**config.mk**
```make
export PLATFORM = sky130hd
export DESIGN_NAME = bmle_ctrl
export DESIGN_NICKNAME = d
export VERILOG_FILES = /design/src/bmle_pkg.sv /design/src/bmle_ctrl.sv
export SDC_FILE = /design/constraint.sdc
export NUM_CORES = 1
export LEC_CHECK = 0
export BUFFER_PORTS_ARGS = -buffer_cell sky130_fd_sc_hd__buf_2
export CAP_MARGIN = 10
export CORE_AREA = 2 2 39 41
export CTS_BUF_LIST = sky130_fd_sc_hd__clkbuf_4 sky130_fd_sc_hd__clkbuf_8 sky130_fd_sc_hd__clkbuf_16
export CTS_CLUSTER_DIAMETER = 60
export DETAILED_ROUTE_END_ITERATION = 6
export DIE_AREA = 0 0 41 43
export GPL_TIMING_DRIVEN = 0
export SLEW_MARGIN = 20
export SYNTH_ARGS = -nofsm -noshare
export SYNTH_HDL_FRONTEND = slang
export SYNTH_SLANG_ARGS = --single-unit
```
**constraint.sdc**
```tcl
create_clock -name clk_i -period 3.4 [get_ports clk_i]
set_input_delay 0.17 -clock clk_i [delete_from_list [all_inputs] [get_ports clk_i]]
set_output_delay 0.17 -clock clk_i [all_outputs]
set_load 0.01 [all_outputs]
```
**src/bmle_pkg.sv**
```systemverilog
// Package for the bounded multi-list engine: opcodes, status codes, state
// encodings and the controller/datapath command structs. No dependencies.
package bmle_pkg;

  localparam int NumListsDefault    = 10;
  localparam int MaxCapacityDefault = 16;

  localparam logic [2:0] OpCreate = 3'd0;
  localparam logic [2:0] OpAppend = 3'd1;
  localparam logic [2:0] OpPop    = 3'd2;
  localparam logic [2:0] OpDelete = 3'd3;
  localparam logic [2:0] OpResize = 3'd4;
  localparam logic [2:0] OpCount  = 3'd5;
  localparam logic [2:0] OpRead   = 3'd6;
  localparam logic [2:0] OpSorted = 3'd7;

  localparam logic [3:0] StOk         = 4'd0;
  localparam logic [3:0] StBadPos     = 4'd1;
  localparam logic [3:0] StExists     = 4'd2;
  localparam logic [3:0] StBadSize    = 4'd3;
  localparam logic [3:0] StNoMemory   = 4'd4;
  localparam logic [3:0] StNoList     = 4'd5;
  localparam logic [3:0] StFull       = 4'd6;
  localparam logic [3:0] StEmpty      = 4'd7;
  localparam logic [3:0] StNotFound   = 4'd8;
  localparam logic [3:0] StBadNewSize = 4'd9;

  typedef enum logic [3:0] {
    S_IDLE,     // waiting for start
    S_DECIDE,   // checks done on latched item, single-result ops finish here
    S_SEARCH,   // delete: scan for a match, one entry a cycle
    S_SHIFT,    // delete: move later entries down, one a cycle
    S_COPY,     // readout: copy the list into the sort buffer
    S_SORT,     // sorted readout: one compare/swap a cycle
    S_EMIT      // readout: one element a cycle
  } state_e;

  // Controller to datapath.
  typedef struct packed {
    logic latch;      // capture the input item
    logic decide;     // perform single-result operation and emit
    logic idx_clr;    // clear the walk index
    logic idx_inc;    // advance the walk index
    logic rd_req;     // issue a memory read at the walk index
    logic shift_wr;   // write previous read data one entry down
    logic del_done;   // commit fill-1 and emit ok
    logic nf_emit;    // emit not found
    logic buf_wr;     // write read data into the sort buffer
    logic sort_init;  // set up the compare pair
    logic sort_step;  // one compare/swap
    logic emit;       // emit one buffer entry
  } ctrl_t;

  // Datapath to controller.
  typedef struct packed {
    logic [2:0] op;
    logic       go_multi;  // latched item needs a multi-cycle walk
    logic       match;     // read data equals value (valid after rd_req)
    logic       rd_valid;  // read data is valid
    logic       idx_end;   // walk index at fill - 1
    logic       sort_end;  // last compare pair reached
    logic       emit_end;  // emitting the final element
  } stat_t;

endpackage

```
**src/bmle_ctrl.sv**
```systemverilog
// Controller for the bounded multi-list engine.
// Depends on bmle_pkg for the state enum and command/status structs.
module bmle_ctrl (
  input  logic             clk_i,
  input  logic             rst_ni,
  input  logic             start_i,
  input  bmle_pkg::stat_t  stat_i,
  output bmle_pkg::ctrl_t  ctrl_o,
  output logic             busy_o
);

  bmle_pkg::state_e state_q, state_d;

  always_ff @(posedge clk_i or negedge rst_ni) begin
    if (!rst_ni) begin
      state_q <= bmle_pkg::S_IDLE;
    end else begin
      state_q <= state_d;
    end
  end

  always_comb begin
    state_d = state_q;
    case (state_q)
      bmle_pkg::S_IDLE: begin
        if (start_i) state_d = bmle_pkg::S_DECIDE;
      end
      bmle_pkg::S_DECIDE: begin
        if (!stat_i.go_multi) begin
          state_d = bmle_pkg::S_IDLE;
        end else if (stat_i.op == bmle_pkg::OpDelete) begin
          state_d = bmle_pkg::S_SEARCH;
        end else begin
          state_d = bmle_pkg::S_COPY;
        end
      end
      bmle_pkg::S_SEARCH: begin
        // The final entry ends the search: a match there needs no shift, else not found.
        if (stat_i.rd_valid && stat_i.idx_end) begin
          state_d = bmle_pkg::S_IDLE;
        end else if (stat_i.rd_valid && stat_i.match) begin
          state_d = bmle_pkg::S_SHIFT;
        end
      end
      bmle_pkg::S_SHIFT: begin
        if (stat_i.idx_end) state_d = bmle_pkg::S_IDLE;
      end
      bmle_pkg::S_COPY: begin
        if (stat_i.rd_valid && stat_i.idx_end) begin
          state_d = (stat_i.op == bmle_pkg::OpSorted) ? bmle_pkg::S_SORT
                                                       : bmle_pkg::S_EMIT;
        end
      end
      bmle_pkg::S_SORT: begin
        if (stat_i.sort_end) state_d = bmle_pkg::S_EMIT;
      end
      bmle_pkg::S_EMIT: begin
        if (stat_i.emit_end) state_d = bmle_pkg::S_IDLE;
      end
      default: state_d = bmle_pkg::S_IDLE;
    endcase
  end

  always_comb begin
    ctrl_o = '0;
    busy_o = 1'b1;
    case (state_q)
      bmle_pkg::S_IDLE: begin
        busy_o       = 1'b0;
        ctrl_o.latch = start_i;
      end
      bmle_pkg::S_DECIDE: begin
        ctrl_o.decide  = 1'b1;
        ctrl_o.idx_clr = 1'b1;
        ctrl_o.rd_req  = stat_i.go_multi;
      end
      bmle_pkg::S_SEARCH: begin
        // A read is issued each cycle; the returned data is for the current index.
        if (stat_i.rd_valid && stat_i.match) begin
          if (stat_i.idx_end) begin
            ctrl_o.del_done = 1'b1;
          end else begin
            ctrl_o.idx_inc = 1'b1;
            ctrl_o.rd_req  = 1'b1;
          end
        end else if (stat_i.rd_valid && stat_i.idx_end) begin
          ctrl_o.nf_emit = 1'b1;
        end else if (stat_i.rd_valid) begin
          ctrl_o.idx_inc = 1'b1;
          ctrl_o.rd_req  = 1'b1;
        end
      end
      bmle_pkg::S_SHIFT: begin
        if (stat_i.rd_valid) begin
          ctrl_o.shift_wr = 1'b1;
          if (stat_i.idx_end) begin
            ctrl_o.del_done = 1'b1;
          end else begin
            ctrl_o.idx_inc = 1'b1;
            ctrl_o.rd_req  = 1'b1;
          end
        end
      end
      bmle_pkg::S_COPY: begin
        if (stat_i.rd_valid) begin
          ctrl_o.buf_wr = 1'b1;
          if (stat_i.idx_end) begin
            ctrl_o.sort_init = 1'b1;
            ctrl_o.idx_clr   = 1'b1;
          end else begin
            ctrl_o.idx_inc = 1'b1;
            ctrl_o.rd_req  = 1'b1;
          end
        end
      end
      bmle_pkg::S_SORT: ctrl_o.sort_step = 1'b1;
      bmle_pkg::S_EMIT: ctrl_o.emit = 1'b1;
      default: ctrl_o = '0;
    endcase
  end

endmodule

```
# After elaboration in Yosys (flattened, before gate mapping)

Cells that the tools add are included.

Input port bits: 12
Output and inout port bits: 13
Register bits after elaboration: 4
Logic and storage cells: 53

Muxes and demuxes: 34
Equal/unequal tests: 14
Reductions and logical operators: 4

Operators with widths:

| operator                                            | number |
|---|---|
| two-way mux 4 bit                                   | 8 |
| one-hot mux 4 bit (7 select lines)                  | 1 |
| two-way mux 2 bit                                   | 7 |
| equality test 4 x 3 -> 1 bit, second input constant | 3 |
| two-way mux 1 bit                                   | 11 |
| != test 2 bit, second input constant                | 5 |
| two-way mux 3 bit                                   | 3 |
| equality test 4 x 2 -> 1 bit, second input constant | 2 |
| AND reduction 6 bit                                 | 1 |
| equality test 4 x 1 -> 1 bit, second input constant | 1 |
| logical NOT 4 bit                                   | 1 |
| one-hot mux 1 bit (2 select lines)                  | 2 |
| one-hot mux 1 bit (4 select lines)                  | 1 |
| equality test 3 x 2 -> 1 bit, second input constant | 1 |
| equality test 3 bit, second input constant          | 1 |
| != test 3 bit, second input constant                | 1 |
| one-hot mux 1 bit (3 select lines)                  | 1 |
| logical AND 1 bit                                   | 2 |

# Logic depth before layout (Yosys ltp)

Depth after elaboration: 4
Gate-level depth with buffers: 5
Gate-level depth less buffers: 4

# Worst setup path before layout

OpenSTA, ideal clock, no wires.

Path kind: reg-to-output
From: register state_q[0]
To: output ctrl_o[4] (netlist bit)
Required time: 3230 ps
Path slack: 2083 ps
Arrival: 1147 ps
Stages on the path, launching flop included: 4
Buffers on the path: 2
Path through: dfrtp_1 buf_2 buf_2 nor4_1

RTL lines:

| element                  | RTL line        | RTL |
|---|---|---|
| start: declaration       | bmle_ctrl.sv:12 | `bmle_pkg::state_e state_q, state_d;` |
| start signal: assignment | bmle_ctrl.sv:16 | `state_q <= bmle_pkg::S_IDLE;` |
| start signal: assignment | bmle_ctrl.sv:18 | `state_q <= state_d;` |
| end: declaration         | bmle_ctrl.sv:8  | `output bmle_pkg::ctrl_t ctrl_o,` |

==> run metrics <==
GPL Wtd Cong=0.789; via count=519; CTS Buf Count=3; Max VDD drop=0.000237 V; area grow syn2layout=47.1%; Netlist cell types=28; Initial Util=27.7%; Post-Place Setup Slack=2.02 ns; Slew @ Worst Pin=0.269 ns; CP peak stage delay=0.44 ns; Cell Area, Synth=383 sq um; register area share after synthesis=19.6%; critical path arrival=1.46 ns; worst-skew pair later-pin latency=0.24 ns; Iteration-0 DRC Markers=10; remaining global-route overflow=0; Synth Net Count=68; Net Sw Power=0.217 mW; DR WL/cell=11.4 um; Worst path most repeated cell=buf_2; Hold Slack=0.252 ns; setup violators final=0; Synth async-reset ratio=100%; internal cell power=0.231 mW; P per Cell Area=795 mW/mm^2; critical path launch point type=register; Antenna diodes=0; first-pass GRT wire length=1730 um; Vias/cell=5.14; clock share of power=16.3%; Yosys reg bits=3; H-Tree Depth=1; IO Count=25; clock tree sinks=3; Most flops, register=state_q; setup bufs post-CTS=0; fillcell total=151; r2r startpoint=state_q[2]; Worst Path Max Fanout=10; initial antenna violation count=0; switch share=48.5%; TritonCTS clock tree=yes; outcome=finished clean; R2R cell count=5; DPL Wire Length=898 um; Comb pwr share=67.4%; Post-synth EDFFs=0; sequential share of power=16.3%; Peak Freq=0.613 GHz; Mean Syn Cell Area=6.84 sq um; CP delay by family, top=simple AND/OR/NAND/NOR gates; Critical Path Stages=4; yosys warns=0; RSZ-0062 raised after global routing=false; LEAKAGE=0.307 nW; Post-Syn Instances=56; min Tclk post-route=1.63 ns; post-route setup slack=1.77 ns; layout cells sized above 1=40.0%; total track usage=13.8%; chip width=41 um; drt total wl=1150 um; Critical Path Sink Type=primary output; PortBufs=24; Clock Path Buffers=2; Largest register FFs=3; DRT antenna net count=0; cells along the critical path=buf_2 > nor2_1 > and3_1 > buf_2; Setup TNS Final=0 ns; residual DRC count=0; crit path launch=state_q[2]; Max Cap Violations=0; Rel. slew slack=81.8%; CP max-delay cell=dfrtp_1; row cnt=14; Setup CP Type=register to primary output; biggest regs=state_q (3); Reg clk slew, reported paths=0.04 ns; Hold Path Class=primary input to asynchronous set/reset pin; root buffer cell=clkbuf_4; WP data required=3.23 ns; DR pass1 iterations=4; die height=43 um; die area=0.00176 sq mm; Final Hold Viols=0; Tcrit/Tclk final=48.0%; Core Box Area=0.00138 sq mm; Main synth FF type=dfrtp_1; Final Max Tran Viols=0; CP bufs+invs=2; vias in the first global route=425; largest net degree at the start of global routing=11; Layout Nets=98; Max Clock Skew=0.00690 ns
[power by group through the flow]
stage          logic, mW  registers (mW)  clock network (mW)
2_1_floorplan      0.216          0.0672                   0
3_3_place_gp       0.299          0.0725                   0
3_5_place_dp       0.301          0.0720                   0
4_1_cts            0.304          0.0717              0.0737
5_1_grt            0.340          0.0756              0.0730
6_report           0.301          0.0728              0.0731
[layout make-up]
type,count,area [sq um],share of cell area (%)
multi-input combinational,45,273,48.4
tap,16,20.0,3.56
clock buffer,4,30.0,5.33
buffer,4,20.0,3.56
sequential,3,75.1,13.3
inverter,4,15.0,2.67
timing repair buffer,25,130,23.1
[stage by stage]
step / util (%) / area, sq um / power, mW / std cells
finish: 40.7 / 563 / 0.447 / 101
global route: 40.7 / 563 / 0.489 / 101
CTS: 40.7 / 563 / 0.449 / 101
detailed placement: 37.8 / 523 / 0.373 / 96
global placement: 37.8 / 523 / 0.371 / 96
floorplan: - / 383 / 0.283 / 56
[cell families (layout without fill, tap and decap cells)]
kind of cell	after synthesis	in the layout	synth area share (%)
buffers and inverters	8	37	9.15
muxes	2	2	5.23
and+or+nand+nor	27	27	36.6
AOI/OAI and AO/OA	16	16	29.4
DFF	3	3	19.6
[layer usage]
metal / vias up / GRT usage (%) / share of wire [%] / wire length (um)
li1: 267 / - / - / -
met1: 227 / 17.9 / 46 / 530
met2: 23 / 22.8 / 45 / 514
met3: 2 / 0 / 7.4 / 85
met4: 0 / 6.00 / 1.6 / 18
met5: - / 0 / 0 / 0
[layout by cell type (no fill, tap or decap), types with 3 or more instances in the layout]
| master | n |
|---|---|
| nand2_1 | 4 |
| buf_2 | 28 |
| nor2_1 | 6 |
| clkbuf_4 | 4 |
| nor3_1 | 4 |
| and3_1 | 4 |
| dfrtp_1 | 3 |
| nand2b_1 | 3 |
| inv_1 | 3 |
[synth_stat cells, drive strengths merged, types with 2 or more instances]
cell type	count	area share, %
o211ai	2	3.9
o21ai	4	5.2
inv	4	3.9
mux2i	2	5.2
a21oi	2	2.6
dfrtp	3	20
nand2b	3	4.9
buf	4	5.2
and3	4	6.5
nand2	5	5.6
nor3	4	5.2
nor2	6	5.9
[worst paths after layout]
path | slack, ns | to
worst min register to register | 0.62 | state_q[0]
worst min-delay path | 0.25 | state_q[1]
max in group asynchronous | 3.04 | state_q[2]
worst max-delay path | 1.77 | ctrl_o[11]
min in group clk_i | 0.26 | state_q[2]
worst max register to register | 2.04 | state_q[0]
[repair_timing]
item                                   4_1_cts  5_1_grt
setup endpoints to repair                    0        0
gates resized for setup                      0        0
endpoints found under the hold margin        3        0
hold buffers                                 1        0
Note: power is estimated with default switching activity, not from simulation.
